===== config.mk =====
export PLATFORM = sky130hd
export DESIGN_NAME = sliding_window_p95_tracker_top
export DESIGN_NICKNAME = d
export VERILOG_FILES = /design/src/rtl/swpt_pkg.sv /design/src/rtl/swpt_ring.sv /design/src/rtl/swpt_sorted.sv /design/src/rtl/sliding_window_p95_tracker_top.sv
export SDC_FILE = /design/constraint.sdc
export NUM_CORES = 2
export LEC_CHECK = 0
export BUFFER_PORTS_ARGS = -buffer_cell sky130_fd_sc_hd__buf_2
export CELL_PAD_IN_SITES_DETAIL_PLACEMENT = 1
export CELL_PAD_IN_SITES_GLOBAL_PLACEMENT = 2
export CORE_UTILIZATION = 44
export DETAILED_ROUTE_END_ITERATION = 10
export HOLD_SLACK_MARGIN = 0.05
export PLACE_DENSITY = 0.76
export REMOVE_ABC_BUFFERS = 1
export SYNTH_ARGS = -nofsm -noshare
export SYNTH_HDL_FRONTEND = slang
export SYNTH_HIERARCHICAL = 1
export SYNTH_SLANG_ARGS = --single-unit

===== constraint.sdc =====
create_clock -name clock -period 6.5 [get_ports clock]
set_input_delay 0.975 -clock clock [delete_from_list [all_inputs] [get_ports clock]]
set_output_delay 0.975 -clock clock [all_outputs]
set_load 0.01 [all_outputs]

===== src/rtl/swpt_pkg.sv =====
// shared types, sizes and the rank function of the sliding window percentile tracker
// no dependencies; imported by swpt_ring, swpt_sorted, the top level and the testbench
package swpt_pkg;

   localparam int WINDOW_MAX  = 64;
   localparam int IDX_BITS    = $clog2(WINDOW_MAX);
   localparam int CNT_BITS    = $clog2(WINDOW_MAX + 1);
   localparam int IN_BITS     = 32;
   localparam int SAMPLE_BITS = 31;

   // floor(95*m/100) as (m*RANK_RECIP) >> RANK_SHIFT, exact for m below 4096
   localparam int RANK_SHIFT  = 16;
   localparam int RANK_RECIP  = (95 * (1 << RANK_SHIFT) + 99) / 100;
   localparam int PROD_BITS   = CNT_BITS + RANK_SHIFT;

   typedef logic [SAMPLE_BITS-1:0] sample_type;

   typedef enum logic [1:0] {
      SORT_OP_DELETE,
      SORT_OP_INSERT,
      SORT_OP_READ
   } sort_op_type;

   typedef struct packed {
      logic                 start;
      sort_op_type          op;
      sample_type           key;
      logic [CNT_BITS-1:0]  count;
      logic [IDX_BITS-1:0]  addr;
   } sort_cmd_type;

   typedef struct packed {
      logic       done;
      sample_type data;
   } sort_status_type;

   typedef enum logic [1:0] {
      SS_IDLE,
      SS_DELETE,
      SS_INSERT,
      SS_READ
   } sort_state_type;

   typedef enum logic [2:0] {
      ST_IDLE,
      ST_EVICT,
      ST_DELETE,
      ST_PUSH,
      ST_INSERT,
      ST_SELECT,
      ST_FINISH
   } main_state_type;

   // rank floor(95*(n-1)/100) of a window holding n >= 1 samples
   function automatic logic [IDX_BITS-1:0] rank_of(input logic [CNT_BITS-1:0] n);
      logic [CNT_BITS-1:0]  m;
      logic [PROD_BITS-1:0] prod;
      m    = n - CNT_BITS'(1);
      prod = PROD_BITS'(m) * PROD_BITS'(RANK_RECIP);
      return prod[RANK_SHIFT +: IDX_BITS];
   endfunction

endpackage


===== src/rtl/swpt_ring.sv =====
// ring memory of recent samples, one write and one registered read per cycle
// depends on swpt_pkg
module swpt_ring (
   input  logic                          clock,
   input  logic                          wr_en,
   input  logic [swpt_pkg::IDX_BITS-1:0] wr_addr,
   input  swpt_pkg::sample_type          wr_data,
   input  logic                          rd_en,
   input  logic [swpt_pkg::IDX_BITS-1:0] rd_addr,
   output swpt_pkg::sample_type          rd_data
);
   import swpt_pkg::*;

   sample_type ring_mem [WINDOW_MAX];
   sample_type rd_data_ff;

   always_ff @(posedge clock) begin
      if (wr_en) begin
         ring_mem[wr_addr] <= wr_data;
      end
   end

   always_ff @(posedge clock) begin
      if (rd_en) begin
         rd_data_ff <= ring_mem[rd_addr];
      end
   end

   assign rd_data = rd_data_ff;

endmodule


===== src/rtl/swpt_sorted.sv =====
// sorted copy of the window with one shared comparator: delete, insert and rank read
// depends on swpt_pkg
module swpt_sorted (
   input  logic                      clock,
   input  logic                      reset,
   input  swpt_pkg::sort_cmd_type    cmd,
   output swpt_pkg::sort_status_type status
);
   import swpt_pkg::*;

   sample_type           sort_mem [WINDOW_MAX];
   sample_type           rd_data_ff;

   sort_state_type       state_ff, state_in;
   sample_type           key_ff, key_in;
   logic [CNT_BITS-1:0]  count_ff, count_in;
   logic [CNT_BITS-1:0]  iss_ff, iss_in;
   logic                 pend_v_ff, pend_v_in;
   logic [IDX_BITS-1:0]  pend_idx_ff, pend_idx_in;
   logic                 found_ff, found_in;

   logic                 rd_en;
   logic [IDX_BITS-1:0]  rd_addr;
   logic                 wr_en;
   logic [IDX_BITS-1:0]  wr_addr;
   sample_type           wr_data;
   logic                 done;
   logic                 greater;
   logic                 equal;
   logic [CNT_BITS-1:0]  iss_dec;

   // the shared comparator
   assign greater = rd_data_ff > key_ff;
   assign equal   = rd_data_ff == key_ff;
   assign iss_dec = iss_ff - CNT_BITS'(1);

   always_ff @(posedge clock) begin
      if (reset) begin
         state_ff  <= SS_IDLE;
         pend_v_ff <= 1'b0;
         found_ff  <= 1'b0;
      end else begin
         state_ff  <= state_in;
         pend_v_ff <= pend_v_in;
         found_ff  <= found_in;
      end
   end

   always_ff @(posedge clock) begin
      key_ff      <= key_in;
      count_ff    <= count_in;
      iss_ff      <= iss_in;
      pend_idx_ff <= pend_idx_in;
   end

   always_ff @(posedge clock) begin
      if (wr_en) begin
         sort_mem[wr_addr] <= wr_data;
      end
   end

   always_ff @(posedge clock) begin
      if (rd_en) begin
         rd_data_ff <= sort_mem[rd_addr];
      end
   end

   always_comb begin
      state_in    = state_ff;
      key_in      = key_ff;
      count_in    = count_ff;
      iss_in      = iss_ff;
      pend_v_in   = 1'b0;
      pend_idx_in = pend_idx_ff;
      found_in    = found_ff;
      rd_en       = 1'b0;
      rd_addr     = '0;
      wr_en       = 1'b0;
      wr_addr     = '0;
      wr_data     = key_ff;
      done        = 1'b0;
      case (state_ff)
         SS_IDLE: begin
            if (cmd.start) begin
               key_in   = cmd.key;
               count_in = cmd.count;
               found_in = 1'b0;
               case (cmd.op)
                  SORT_OP_DELETE: begin
                     iss_in   = '0;
                     state_in = SS_DELETE;
                  end
                  SORT_OP_INSERT: begin
                     iss_in   = cmd.count;
                     state_in = SS_INSERT;
                  end
                  SORT_OP_READ: begin
                     rd_en    = 1'b1;
                     rd_addr  = cmd.addr;
                     state_in = SS_READ;
                  end
                  default: begin
                     state_in = SS_IDLE;
                  end
               endcase
            end
         end
         // walk upward, drop the first match, shift the rest down by one
         SS_DELETE: begin
            if (iss_ff < count_ff) begin
               rd_en       = 1'b1;
               rd_addr     = iss_ff[IDX_BITS-1:0];
               iss_in      = iss_ff + CNT_BITS'(1);
               pend_v_in   = 1'b1;
               pend_idx_in = iss_ff[IDX_BITS-1:0];
            end
            if (pend_v_ff) begin
               if (found_ff) begin
                  wr_en   = 1'b1;
                  wr_addr = pend_idx_ff - IDX_BITS'(1);
                  wr_data = rd_data_ff;
               end else if (equal) begin
                  found_in = 1'b1;
               end
            end
            if (iss_ff == count_ff && !pend_v_ff) begin
               done     = 1'b1;
               state_in = SS_IDLE;
            end
         end
         // walk downward, move larger entries up, drop the key in the gap
         SS_INSERT: begin
            if (iss_ff != '0) begin
               rd_en       = 1'b1;
               rd_addr     = iss_dec[IDX_BITS-1:0];
               iss_in      = iss_dec;
               pend_v_in   = 1'b1;
               pend_idx_in = iss_dec[IDX_BITS-1:0];
            end
            if (pend_v_ff) begin
               wr_en   = 1'b1;
               wr_addr = pend_idx_ff + IDX_BITS'(1);
               if (greater) begin
                  wr_data = rd_data_ff;
               end else begin
                  wr_data   = key_ff;
                  pend_v_in = 1'b0;
                  done      = 1'b1;
                  state_in  = SS_IDLE;
               end
            end else if (iss_ff == '0) begin
               wr_en    = 1'b1;
               wr_addr  = '0;
               wr_data  = key_ff;
               done     = 1'b1;
               state_in = SS_IDLE;
            end
         end
         SS_READ: begin
            done     = 1'b1;
            state_in = SS_IDLE;
         end
         default: begin
            state_in = SS_IDLE;
         end
      endcase
   end

   assign status.done = done;
   assign status.data = rd_data_ff;

endmodule


===== src/rtl/sliding_window_p95_tracker_top.sv =====
// top level of the sliding window 95th percentile tracker: handshakes, ring control, result
// depends on swpt_pkg, swpt_ring and swpt_sorted
//
//   channel   direction  handshake           payload
//   req       in         req_valid/req_stall  req_latency_sample[31:0] signed
//   rsp       out        rsp_valid/rsp_stall  rsp_p95_latency[30:0], rsp_window_fill[6:0]
//   csr       in         csr_valid/csr_ready  csr_window_size[6:0]
//
// the time from one req acceptance to the next is set by the walks over the sorted memory,
// whose length grows with the samples held: an insert walk while the window is filling and
// a delete walk then an insert walk once it is full; the sorted memory has one read and one
// write port and one comparator; with window size zero a transaction skips the walks
// reset is synchronous and gives size 64 and an empty window; no clearing pass
// req_stall is high while a transaction is at work and while a csr write is offered; a
// result stalled on rsp holds the output register, the next transaction still enters and
// waits only at its own finish step, for as long as the earlier result stays stalled
module sliding_window_p95_tracker_top (
   input  logic                          clock,
   input  logic                          reset,
   input  logic                          req_valid,
   output logic                          req_stall,
   input  logic [swpt_pkg::IN_BITS-1:0]  req_latency_sample,
   output logic                          rsp_valid,
   input  logic                          rsp_stall,
   output swpt_pkg::sample_type          rsp_p95_latency,
   output logic [swpt_pkg::CNT_BITS-1:0] rsp_window_fill,
   input  logic                          csr_valid,
   output logic                          csr_ready,
   input  logic [swpt_pkg::CNT_BITS-1:0] csr_window_size
);
   import swpt_pkg::*;

   main_state_type        state_ff, state_in;
   logic [CNT_BITS-1:0]   size_ff, size_in;
   logic [CNT_BITS-1:0]   fill_ff, fill_in;
   logic [IDX_BITS-1:0]   oldest_ff, oldest_in;
   sample_type            sample_ff, sample_in;
   sample_type            result_ff, result_in;
   logic                  rsp_valid_ff, rsp_valid_in;
   sample_type            rsp_p95_ff, rsp_p95_in;
   logic [CNT_BITS-1:0]   rsp_fill_ff, rsp_fill_in;

   sort_cmd_type          sort_cmd;
   sort_status_type       sort_status;

   logic                  ring_wr_en;
   logic [IDX_BITS-1:0]   ring_wr_addr;
   logic                  ring_rd_en;
   sample_type            ring_rd_data;

   logic                  full;
   logic [CNT_BITS:0]     slot_sum;
   logic [CNT_BITS:0]     slot_wrap;
   logic [IDX_BITS-1:0]   slot;
   logic [CNT_BITS-1:0]   oldest_inc;
   logic [IDX_BITS-1:0]   oldest_next;
   sample_type            clamped;
   logic [CNT_BITS-1:0]   csr_size;

   // negative samples clamp to zero
   assign clamped = req_latency_sample[IN_BITS-1] ? '0 : req_latency_sample[SAMPLE_BITS-1:0];

   // writes above the window depth saturate
   assign csr_size = (csr_window_size > CNT_BITS'(WINDOW_MAX)) ?
                     CNT_BITS'(WINDOW_MAX) : csr_window_size;

   assign full = (fill_ff == size_ff);

   // next ring slot: oldest + fill, wrapped once (sum stays below twice the size)
   assign slot_sum  = (CNT_BITS + 1)'(oldest_ff) + (CNT_BITS + 1)'(fill_ff);
   assign slot_wrap = (slot_sum >= (CNT_BITS + 1)'(size_ff)) ?
                      slot_sum - (CNT_BITS + 1)'(size_ff) : slot_sum;
   assign slot      = full ? oldest_ff : slot_wrap[IDX_BITS-1:0];

   assign oldest_inc  = CNT_BITS'(oldest_ff) + CNT_BITS'(1);
   assign oldest_next = (oldest_inc >= size_ff) ? '0 : oldest_inc[IDX_BITS-1:0];

   assign ring_wr_addr = slot;

   swpt_ring u_ring (
      .clock   (clock),
      .wr_en   (ring_wr_en),
      .wr_addr (ring_wr_addr),
      .wr_data (sample_ff),
      .rd_en   (ring_rd_en),
      .rd_addr (oldest_ff),
      .rd_data (ring_rd_data)
   );

   swpt_sorted u_sorted (
      .clock  (clock),
      .reset  (reset),
      .cmd    (sort_cmd),
      .status (sort_status)
   );

   always_ff @(posedge clock) begin
      if (reset) begin
         state_ff     <= ST_IDLE;
         size_ff      <= CNT_BITS'(WINDOW_MAX);
         fill_ff      <= '0;
         oldest_ff    <= '0;
         rsp_valid_ff <= 1'b0;
      end else begin
         state_ff     <= state_in;
         size_ff      <= size_in;
         fill_ff      <= fill_in;
         oldest_ff    <= oldest_in;
         rsp_valid_ff <= rsp_valid_in;
      end
   end

   always_ff @(posedge clock) begin
      sample_ff   <= sample_in;
      result_ff   <= result_in;
      rsp_p95_ff  <= rsp_p95_in;
      rsp_fill_ff <= rsp_fill_in;
   end

   always_comb begin
      state_in       = state_ff;
      size_in        = size_ff;
      fill_in        = fill_ff;
      oldest_in      = oldest_ff;
      sample_in      = sample_ff;
      result_in      = result_ff;
      rsp_valid_in   = rsp_valid_ff & rsp_stall;
      rsp_p95_in     = rsp_p95_ff;
      rsp_fill_in    = rsp_fill_ff;
      req_stall      = 1'b1;
      csr_ready      = 1'b0;
      ring_wr_en     = 1'b0;
      ring_rd_en     = 1'b0;
      sort_cmd.start = 1'b0;
      sort_cmd.op    = SORT_OP_READ;
      sort_cmd.key   = sample_ff;
      sort_cmd.count = fill_ff;
      sort_cmd.addr  = rank_of(fill_ff);
      case (state_ff)
         ST_IDLE: begin
            // a csr write goes first, so it never lands beside a req transaction
            req_stall = csr_valid;
            csr_ready = 1'b1;
            if (req_valid && !csr_valid) begin
               sample_in = clamped;
               if (size_ff == '0) begin
                  // tracking disabled: drop the sample, report an empty window
                  fill_in   = '0;
                  oldest_in = '0;
                  result_in = '0;
                  state_in  = ST_FINISH;
               end else if (full) begin
                  // fetch the sample about to be overwritten
                  ring_rd_en = 1'b1;
                  state_in   = ST_EVICT;
               end else begin
                  state_in = ST_PUSH;
               end
            end
            if (csr_valid && csr_size != size_ff) begin
               // a new size empties the window
               size_in   = csr_size;
               fill_in   = '0;
               oldest_in = '0;
            end
         end
         ST_EVICT: begin
            sort_cmd.start = 1'b1;
            sort_cmd.op    = SORT_OP_DELETE;
            sort_cmd.key   = ring_rd_data;
            sort_cmd.count = fill_ff;
            state_in       = ST_DELETE;
         end
         ST_DELETE: begin
            if (sort_status.done) begin
               state_in = ST_PUSH;
            end
         end
         ST_PUSH: begin
            ring_wr_en     = 1'b1;
            sort_cmd.start = 1'b1;
            sort_cmd.op    = SORT_OP_INSERT;
            sort_cmd.key   = sample_ff;
            if (full) begin
               sort_cmd.count = fill_ff - CNT_BITS'(1);
               oldest_in      = oldest_next;
            end else begin
               sort_cmd.count = fill_ff;
               fill_in        = fill_ff + CNT_BITS'(1);
            end
            state_in = ST_INSERT;
         end
         ST_INSERT: begin
            if (sort_status.done) begin
               state_in = ST_SELECT;
            end
         end
         ST_SELECT: begin
            // rank read, taken by the sorted unit once it is back in idle;
            // fill already holds the new count
            sort_cmd.start = 1'b1;
            sort_cmd.op    = SORT_OP_READ;
            sort_cmd.addr  = rank_of(fill_ff);
            if (sort_status.done) begin
               result_in = sort_status.data;
               state_in  = ST_FINISH;
            end
         end
         ST_FINISH: begin
            if (!rsp_valid_ff || !rsp_stall) begin
               rsp_valid_in = 1'b1;
               rsp_p95_in   = result_ff;
               rsp_fill_in  = fill_ff;
               state_in     = ST_IDLE;
            end
         end
         default: begin
            state_in = ST_IDLE;
         end
      endcase
   end

   assign rsp_valid       = rsp_valid_ff;
   assign rsp_p95_latency = rsp_p95_ff;
   assign rsp_window_fill = rsp_fill_ff;

   // an accepted transaction always leaves idle
   assert property (@(posedge clock) disable iff (reset)
      req_valid && !req_stall |=> state_ff != ST_IDLE)
      else $error("accepted transaction did not start");

   // the window never holds more than its size
   assert property (@(posedge clock) disable iff (reset)
      fill_ff <= size_ff)
      else $error("fill count above window size");

   // oldest position stays inside the window, and a zero size holds nothing
   assert property (@(posedge clock) disable iff (reset)
      (size_ff == '0) ? (fill_ff == '0 && oldest_ff == '0)
                      : (CNT_BITS'(oldest_ff) < size_ff))
      else $error("ring pointers out of range");

   // a new result is loaded only from the finish step
   assert property (@(posedge clock) disable iff (reset)
      $rose(rsp_valid_ff) |-> $past(state_ff) == ST_FINISH)
      else $error("result presented outside finish");

endmodule


==> run_results.csv <==
group,metric,value,unit
timing,finalSetupViolCount,31,
clock_network,cts_buffers,434,
place,gp_congestion,0.879,
setup_path,critPathSlowestCell,"fa_1",
logic_synthesis,syn_inst,10300,
route,viasPerCell,6.28,
logic_synthesis,ys_seq_area_share,73.5,%
clock_network,clk_root_buffer_cell,"clkbuf_16",
die,die_area,392000,um2
clock_network,cts_buffer_depth,4,
logic_synthesis,ys_warn_count,6,
route,vias,105000,
setup_path,worstPathRequired,7220,ps
clock_network,cts-htree-levels,5,
die,core_area,387000,um2
timing,finalCritPeriodShare,106,%
place,post-place-ws,-1460,ps
outcome,violations,"negative setup slack",
route,first_pass_iters,5,
place,io_buffer_count,84,
timing,relSlewSlack,4.84,%
timing,fin_skew,76.6,ps
setup_path,cpPeakStageDelay,510,ps
route,drt_iter0_markers,11800,
final_layout,design_area,203000,um2
job,max-cap-violations,0,
route,ant_nets,0,
die,start_util,44.3,%
route,routed_wl,577000,um
timing,tightest_slew,1430,ps
logic_synthesis,yosysUniqueCellTypes,108,
timing,whs,274,ps
setup_path,critPathMostFrequentCell,"buf_4",
final_layout,area_growth,18.6,%
grt,gr-total-overflow,0,
clock_network,path_clk_slew,60,ps
die,die_h,626,um
logic_synthesis,synth_seq_cells,4209,
clock_network,cts_sinks,4209,
power_and_ir_drop,p_leak,65.1,nW
timing,fin_ws,-419,ps
clock_network,hold_buffers,0,
worst_hold_path,hold_end,"sample_ff[19]",
die,ios,85,
final_layout,drive_gt1_share,24.2,%
timing,clock.fmax,0.145,GHz
die,num_rows,228,
timing,finalCriticalPeriod,6920,ps
timing,finalSetupTns,-10830,ps
clock_network,clock_latency,1020,ps
setup_path,r2r_start,"fill_ff[0]",
logic_synthesis,synth_edf_count,4181,
route,wire_per_inst,34.5,um
clock_network,cts_tree,"yes",
setup_path,timing.rr.end,"u_sorted/rd_data_ff[10]",
setup_path,rrSetupSlack,-420,ps
setup_path,path_class,"flop to flop",
die,chipWidth,626,um
logic_synthesis,synth_async_sr_flop_share,0,%
final_layout,nFillCells,35800,
logic_synthesis,synth-main-ff-cell,"edfxtp_1",
power_and_ir_drop,peakVddDrop,0.566,mV
final_layout,fin_nets,11400,
setup_path,path_max_fanout,8,
logic_synthesis,synth_area,172000,um2
grt,grt_pass1_wl,805000,um
setup_path,reg2reg_depth,32,
worst_hold_path,hold_class,"input port to flop",
grt,grt_pass1_vias,109000,
logic_synthesis,synth.avg_cell_area,16.7,um2
worst_hold_path,min-delay-start,"req_latency_sample[19]",
grt,grt_antenna_before_repair,31,
timing,drv_slew,0,
timing,final_hold_viol_count,0,
setup_path,cp.arrival,7640,ps
setup_path,cp-start-kind,"flop",
place,hpwl,346000,um
power_and_ir_drop,totalPowerFinal,0.110,W
setup_path,worst_setup_path_end_kind,"flop",
place,placed_area,186000,um2
worst_hold_path,min_path_cells,2,
route,drc_errors,0,
timing,rsz0062_at_grt,"yes",
power_and_ir_drop,power_density,541,nW/um2
grt,grt_max_degree,161,
outcome,status,"finished with violations",
grt,grtUsageTotal,28.6,%
-- stage by stage --
| step | utilization [%] | cells |
|---|---|---|
| finish | 52.6 | 16700 |
| global route | 52.6 | 16700 |
| CTS | 52.1 | 16700 |
| detailed placement | 48.0 | 15800 |
| global placement | 48.0 | 15800 |
| floorplan | - | 9543 |
-- what timing repair did --
| item | in CTS | in global routing |
|---|---|---|
| buffers inserted | 76 | 55 |
| resized for setup | 374 | 206 |
| pin swaps | 98 | 72 |
| endpoints found under the hold margin | 0 | 0 |
| cloned | 17 | 12 |
| endpoints found under the setup margin | 31 | 31 |
-- cells in the final DEF (no fill, tap or decap), types with 138 or more instances in the layout --
master | Yosys | layout
nor2_1 | 471 | 330
inv_1 | 203 | 194
mux4_2 | 330 | 330
clkbuf_16 | 0 | 452
nand2_1 | 257 | 252
o21ai_0 | 335 | 310
edfxtp_1 | 4181 | 4181
a22oi_1 | 177 | 177
or3_1 | 233 | 233
nor3_1 | 285 | 280
nor2_4 | 0 | 138
buf_4 | 41 | 863
o211ai_1 | 290 | 290
nand3_1 | 261 | 259
a21oi_1 | 185 | 175
mux2i_1 | 649 | 638
buf_12 | 11 | 155
-- critical path, delay by kind of cell, from the launching register on --
kind	cells	cell delay [ps]
buffers and inverters	12	1730
and+or+nand+nor	7	1000
xor gates and xnor gates	2	340
AOI/OAI and AO/OA	6	1490
DFF	1	340
adders and majority gates	5	1700
-- sequential cells by signal (all words and copies together) (netlist names), 3 cells and up --
name,count
u_ring/ring_mem,1984
u_sorted/sort_mem,1984
result_ff,31
rsp_p95_latency,31
sample_ff,31
u_ring/rd_data,31
u_sorted/key_ff,31
u_sorted/rd_data_ff,31
fill_ff,7
rsp_window_fill,7
size_ff,7
u_sorted/count_ff,7
u_sorted/iss_ff,7
oldest_ff,6
u_sorted/pend_idx_ff,6
state_ff,3
-- layout make-up --
type / instances / area [um2] / area share [%]
Timing Repair Buffer: 1220 / 12100 / 5.93
Clock buffer: 560 / 11500 / 5.65
Sequential cell: 4209 / 126000 / 62.0
Multi-Input combinational cell: 5129 / 44600 / 21.9
Clock inverter: 225 / 1890 / 0.927
Inverter: 206 / 778 / 0.382
Antenna cell: 9 / 22.5 / 0.0111
Tap cell: 5175 / 6470 / 3.18
-- worst max-delay path by stage --
stage / slack [ps] / startpoint / cells past startpoint / endpoint
finish: -420 / fill_ff[0] / 32 / u_sorted/rd_data_ff[10]
global route: -550 / fill_ff[0] / 32 / u_sorted/rd_data_ff[24]
CTS: -250 / fill_ff[2] / 33 / u_sorted/rd_data_ff[12]
detailed placement: -1460 / fill_ff[0] / 32 / u_sorted/rd_data_ff[12]
global placement: -1980 / fill_ff[0] / 34 / u_sorted/rd_data_ff[0]
floorplan: -34580 / fill_ff[0] / 25 / u_sorted/rd_data_ff[14]
-- cell families (layout without fill, tap and decap cells) --
group                    after synthesis  after routing  share of synthesized area (%)
AO/OA/AOI/OAI                       1933           1933                           8.09
XOR/XNOR                              55             55                          0.281
adder cells (fa/ha/maj)              139            139                           1.09
buffers and inverters                922           2211                           2.51
flip-flops                          4209           4209                           73.5
multiplexers                        1110           1110                           8.98
other                                  0              9                              0
AND/OR/NAND/NOR                     1891           1892                           5.52
-- cells in the mapped netlist, drive strengths merged, types with 18 or more instances --
library cell | count | area share (%)
a21o | 67 | 0.29
fa | 18 | 0.21
a311oi | 30 | 0.16
a31oi | 67 | 0.24
dfxtp | 28 | 0.33
nand2 | 259 | 0.57
o211ai | 291 | 1.3
o31ai | 72 | 0.32
nand4 | 18 | 0.066
o31a | 68 | 0.35
o21a | 33 | 0.15
nand3 | 261 | 0.76
nor3 | 287 | 0.84
a22o | 30 | 0.15
o211a | 35 | 0.20
o311ai | 57 | 0.29
nor2b | 83 | 0.30
o221ai | 19 | 0.10
xnor2 | 38 | 0.19
or2 | 47 | 0.17
mux4 | 330 | 4.3
o21ai | 356 | 1.0
ha | 121 | 0.88
edfxtp | 4181 | 73
clkbuf | 385 | 0.85
or3 | 233 | 0.85
a22oi | 178 | 0.78
mux2 | 131 | 0.86
and3 | 123 | 0.45
a21oi | 187 | 0.55
nor2 | 473 | 1.0
o22ai | 67 | 0.24
a32oi | 76 | 0.39
and2 | 41 | 0.15
inv | 205 | 0.45
mux2i | 649 | 3.8
a221oi | 39 | 0.20
buf | 331 | 1.2
a2111oi | 68 | 0.35
a211oi | 87 | 0.40
-- per-layer routing --
metal | wire length (um) | global-route usage [%] | vias up
met5 | 22 | 0 | -
met4 | 39100 | 16.6 | 4
met3 | 45000 | 4.12 | 1290
met2 | 272000 | 46.4 | 5228
met1 | 221000 | 37.0 | 55500
li1 | - | - | 43100
-- where the power goes --
group / leakage, nW / switching (W) / total [W] / internal, W
clock network: 6.49 / 0.0106 / 0.0239 / 0.0132
registers: 37.9 / 0.000770 / 0.0341 / 0.0333
logic: 20.6 / 0.0318 / 0.0521 / 0.0203
(Power assumes the default switching activity.)
